===== src/hdl/seg_pkg.sv =====
`timescale 1ns / 1ps
`default_nettype none
// ----------------------------------------------------------------------------
// seg_pkg
// Shared types and constants of the segment intersection pipeline.
// ----------------------------------------------------------------------------
package seg_pkg;

  // Fraction bits of the Q12.4 coordinates; a miss reports -1.0.
  localparam int FRAC_BITS = 4;

  typedef struct packed {
    logic hit;
    logic neg_x;
    logic neg_y;
  } pipe_ctl_t;

endpackage
`default_nettype wire


===== src/hdl/seg_div_step.sv =====
`timescale 1ns / 1ps
`default_nettype none
// ----------------------------------------------------------------------------
// seg_div_step
// One restoring division stage for both coordinates, resolving quotient bit B.
// ----------------------------------------------------------------------------
module seg_div_step import seg_pkg::*; #(
  parameter int W = 16,
  parameter int B = 0
) (
  input  wire logic              clk,
  input  wire logic              en,
  input  wire logic [3*W+2:0]    rem_x_in,
  input  wire logic [3*W+2:0]    rem_y_in,
  input  wire logic [W-1:0]      q_x_in,
  input  wire logic [W-1:0]      q_y_in,
  input  wire logic [2*W+2:0]    den_in,
  input  wire pipe_ctl_t         ctl_in,
  input  wire logic [W-1:0]      ax_in,
  input  wire logic [W-1:0]      ay_in,
  output logic [3*W+2:0]         rem_x,
  output logic [3*W+2:0]         rem_y,
  output logic [W-1:0]           q_x,
  output logic [W-1:0]           q_y,
  output logic [2*W+2:0]         den,
  output pipe_ctl_t              ctl,
  output logic [W-1:0]           ax,
  output logic [W-1:0]           ay
);

  localparam int NW = 3 * W + 3;

  logic [NW-1:0] dsh;
  logic [W-1:0]  qbit;

  assign dsh  = NW'(den_in) << B;
  assign qbit = W'(1) << B;

  always_ff @(posedge clk) begin
    if (en) begin
      if (rem_x_in >= dsh) begin
        rem_x <= rem_x_in - dsh;
        q_x   <= q_x_in | qbit;
      end else begin
        rem_x <= rem_x_in;
        q_x   <= q_x_in;
      end
      if (rem_y_in >= dsh) begin
        rem_y <= rem_y_in - dsh;
        q_y   <= q_y_in | qbit;
      end else begin
        rem_y <= rem_y_in;
        q_y   <= q_y_in;
      end
      den <= den_in;
      ctl <= ctl_in;
      ax  <= ax_in;
      ay  <= ay_in;
    end
  end

endmodule
`default_nettype wire


===== config.mk =====
export PLATFORM = sky130hd
export DESIGN_NAME = seg_div_step
export DESIGN_NICKNAME = d
export VERILOG_FILES = /design/src/hdl/seg_pkg.sv /design/src/hdl/seg_div_step.sv
export SDC_FILE = /design/constraint.sdc
export NUM_CORES = 1
export LEC_CHECK = 0
export BUFFER_PORTS_ARGS = -buffer_cell sky130_fd_sc_hd__buf_2
export CORE_AREA = 2 2 160 162
export CTS_BUF_LIST = sky130_fd_sc_hd__clkbuf_4 sky130_fd_sc_hd__clkbuf_8
export DETAILED_ROUTE_END_ITERATION = 10
export DIE_AREA = 0 0 162 164
export HOLD_SLACK_MARGIN = 0.08
export PLACE_DENSITY = 0.76
export SYNTH_ARGS = -nofsm -noshare
export SYNTH_HDL_FRONTEND = slang
export SYNTH_SLANG_ARGS = --single-unit

===== constraint.sdc =====
create_clock -name clk -period 3.8 [get_ports clk]
set_input_delay 0.38 -clock clk [delete_from_list [all_inputs] [get_ports clk]]
set_output_delay 0.38 -clock clk [all_outputs]
set_load 0.05 [all_outputs]

==> flow_summary.json <==
{
  "period_share_pct": 95.32,
  "viasPerCell": 5.657,
  "hold_start": "den_in[14]",
  "first_iter_violations": 1011,
  "synth_cell_types": 69,
  "num_rows": 58,
  "cts_sinks": 204,
  "antenna_found_initial": 9,
  "synthArstFlopShare_pct": 0,
  "critical_path_class": "in2reg",
  "dpl.hpwl_mm": 30.67,
  "peakVddDrop_mv": 0.2734,
  "cts_inserted_buffers": 35,
  "die_height_um": 164,
  "gp_congestion": 1.003,
  "synth_edf_count": 204,
  "cap_violations": 0,
  "startpoint": "den_in[1]",
  "path_clk_slew_ns": 0.06,
  "worst_slew_pin_slew_ns": 0.7304,
  "netlist_area_um2": 12170,
  "maxSlewViolCount": 0,
  "grt_first_pass_wirelength_mm": 61.22,
  "synth_nets": 1438,
  "min_period_ns": 3.622,
  "grt_pass1_vias": 11180,
  "setup_viol": 0,
  "grt_use_total_pct": 29.91,
  "arrival_ns": 3.86,
  "p_leak_nw": 6.878,
  "layout_commonest_cell": "buf_2",
  "avgSynthCellArea_um2": 10.49,
  "ys_seq_area_share_pct": 50.32,
  "synth_seq_cells": 204,
  "min_delay_path_depth": 1,
  "crit_path_max_fanout": 5,
  "drive_above_1_share_pct": 30.71,
  "ys.flop_type": "edfxtp_1",
  "coreArea_um2": 24820,
  "syn_inst": 1160,
  "first_pass_iters": 7,
  "area_delta_synth_final_pct": 33.44,
  "cts_buffer_depth": 3,
  "grt_max_degree": 89,
  "status": "finished clean",
  "routedWlPerCell_um": 20.23,
  "io_buffers": 409,
  "die-area_um2": 26570,
  "final_cells": 2026,
  "timing.fmax_mhz": 276.1,
  "start_util_pct": 49.05,
  "drc": 0,
  "final-seq-area_um2": 6126,
  "final-hold-violation-count": 0,
  "die_width_um": 162,
  "power_density_nw_per_um2": 447.3,
  "mostFrequentLayoutCells": "buf_2, edfxtp_1, a21oi_1",
  "multi_input_area_um2": 5567,
  "htreeDepth": 2,
  "wl_mm": 40.99,
  "hold_class": "in2reg",
  "cp-start-kind": "primary input",
  "worst-endpoint-required_ns": 4.04,
  "dr_total_vias": 11460,
  "place_inst": 1861,
  "fin_util_pct": 65.46,
  "root_buffer": "clkbuf_8",
  "worst_setup_path_end_kind": "flop",
  "max-slew-margin-rel_pct": 51.31,
  "grt-ovfl-total": 0,
  "n_fill_cell": 1997,
  "cts_tree": "built",
  "boundaryPins": 410,
  "final_nets": 1943,
  "ant_nets": 0,
  "yosysWarnings": 0
}
-- area by class of cell --
type,instances,share of cell area [%]
Sequential cell,204,37.71
Multi-Input combinational cell,839,34.27
Timing Repair Buffer,524,19.77
Clock buffer,43,3.373
Tap cell,330,2.542
Inverter,61,1.409
Clock inverter,16,0.7933
Antenna cell,9,0.1386
-- cells in the mapped netlist (3+ instances only) --
cell | instances | area share [%]
mux2_2 | 8 | 0.74
o2111ai_1 | 3 | 0.22
nand4_1 | 38 | 2.0
o21ai_2 | 18 | 1.3
mux2_1 | 3 | 0.28
clkbuf_1 | 41 | 1.3
inv_1 | 61 | 1.9
o21bai_1 | 18 | 1.1
a311oi_1 | 3 | 0.22
nand2b_1 | 13 | 0.67
mux2i_1 | 3 | 0.25
xnor2_1 | 47 | 3.4
and2_1 | 6 | 0.31
a21o_1 | 21 | 1.3
nand3b_1 | 3 | 0.18
or3_1 | 9 | 0.46
nor4b_1 | 8 | 0.58
o21a_1 | 7 | 0.43
edfxtp_1 | 204 | 50
o21ai_0 | 57 | 2.3
nor2_1 | 81 | 2.5
buf_2 | 6 | 0.25
xor2_1 | 49 | 3.5
buf_6 | 4 | 0.37
o31ai_1 | 6 | 0.37
nor2b_1 | 4 | 0.21
nand3_1 | 27 | 1.1
a211oi_1 | 5 | 0.31
nor3_1 | 18 | 0.74
o22ai_1 | 4 | 0.21
nor4_1 | 11 | 0.57
a21oi_1 | 122 | 5.0
a31o_2 | 3 | 0.22
ha_1 | 70 | 7.2
a21boi_0 | 6 | 0.37
or2_2 | 4 | 0.21
a221oi_1 | 3 | 0.22
nand2_1 | 106 | 3.3
o211ai_1 | 8 | 0.49
a31oi_1 | 7 | 0.36
a2111oi_0 | 3 | 0.22
and3_1 | 8 | 0.41
or4_1 | 3 | 0.18
-- layer usage --
metal  GRT usage (%)  wire, um  share of wire [%]  vias to the layer above
met2           53.77     20590                 50                      602
met5               0         0                  0                        -
met1           34.55     15290                 37                     5385
met4           14.60      2043                5.0                        0
li1                -         -                  -                     5330
met3           5.253      3069                7.5                      145
-- final timing paths --
check              endpoint  slack (ns)
setup / recovery  rem_x[40]        0.18
hold / removal      den[14]        0.11
-- critical path: stages --
cell and delay, ns:
dlygate4sd3_1 0.53, buf_2 0.12, inv_1 0.14, fa_1 0.48
a211oi_1 0.37, o21ai_0 0.25, nand3_1 0.22, a2111oi_0 0.13
buf_4 0.17, o21ai_0 0.35, a21oi_2 0.17, nor4b_1 0.41
xor2_1 0.13
-- cells by family after synthesis --
group                      after synthesis  share of synthesized area [%]
AOI/OAI and AO/OA                      311                          15.98
xor gates and xnor gates                96                          6.906
and+or+nand+nor                        346                          13.92
buffers and inverters                  117                          4.090
adders and majority gates               72                          7.523
muxes                                   14                          1.264
DFF                                    204                          50.32
-- state kept, by name, summed over array words and instances, names as in the netlist --
name,flops
ax,16
ay,16
ctl,3
den,35
q_x,16
q_y,16
rem_x,51
rem_y,51
-- power by group --
group / switching [mW] / internal (mW)
combinational: 1.71 / 0.697
clock: 0.910 / 1.09
sequential: 0.0730 / 2.79
total: 2.69 / 4.57
-- per-stage QoR --
| stage | hold WS [ns] | total power [mW] | TNS (ns) | setup slack, ns | area [um^2] |
|---|---|---|---|---|---|
| after detailed placement | 0.5585 | 5.197 | 0 | 0.1961 | 14570 |
| after CTS | 0.08959 | 7.264 | 0 | 0.1678 | 16210 |
| after global placement | 0.5561 | 5.174 | 0 | 0.2027 | 14570 |
| final | 0.1096 | 7.266 | 0 | 0.1780 | 16250 |
| after floorplan | 0.4789 | 4.519 | 0 | 0.8257 | 12170 |
| after global routing | 0.09769 | 7.552 | -0.01885 | -0.01885 | 16240 |
-- repair_timing --
action | 4_1_cts | 5_1_grt
setup buffers | 0 | 0
endpoints found under the setup margin | 0 | 5
gates resized for setup | 0 | 2
hold buffers | 97 | 0
hold endpoints to repair | 97 | 0
(Power assumes the default switching activity.)
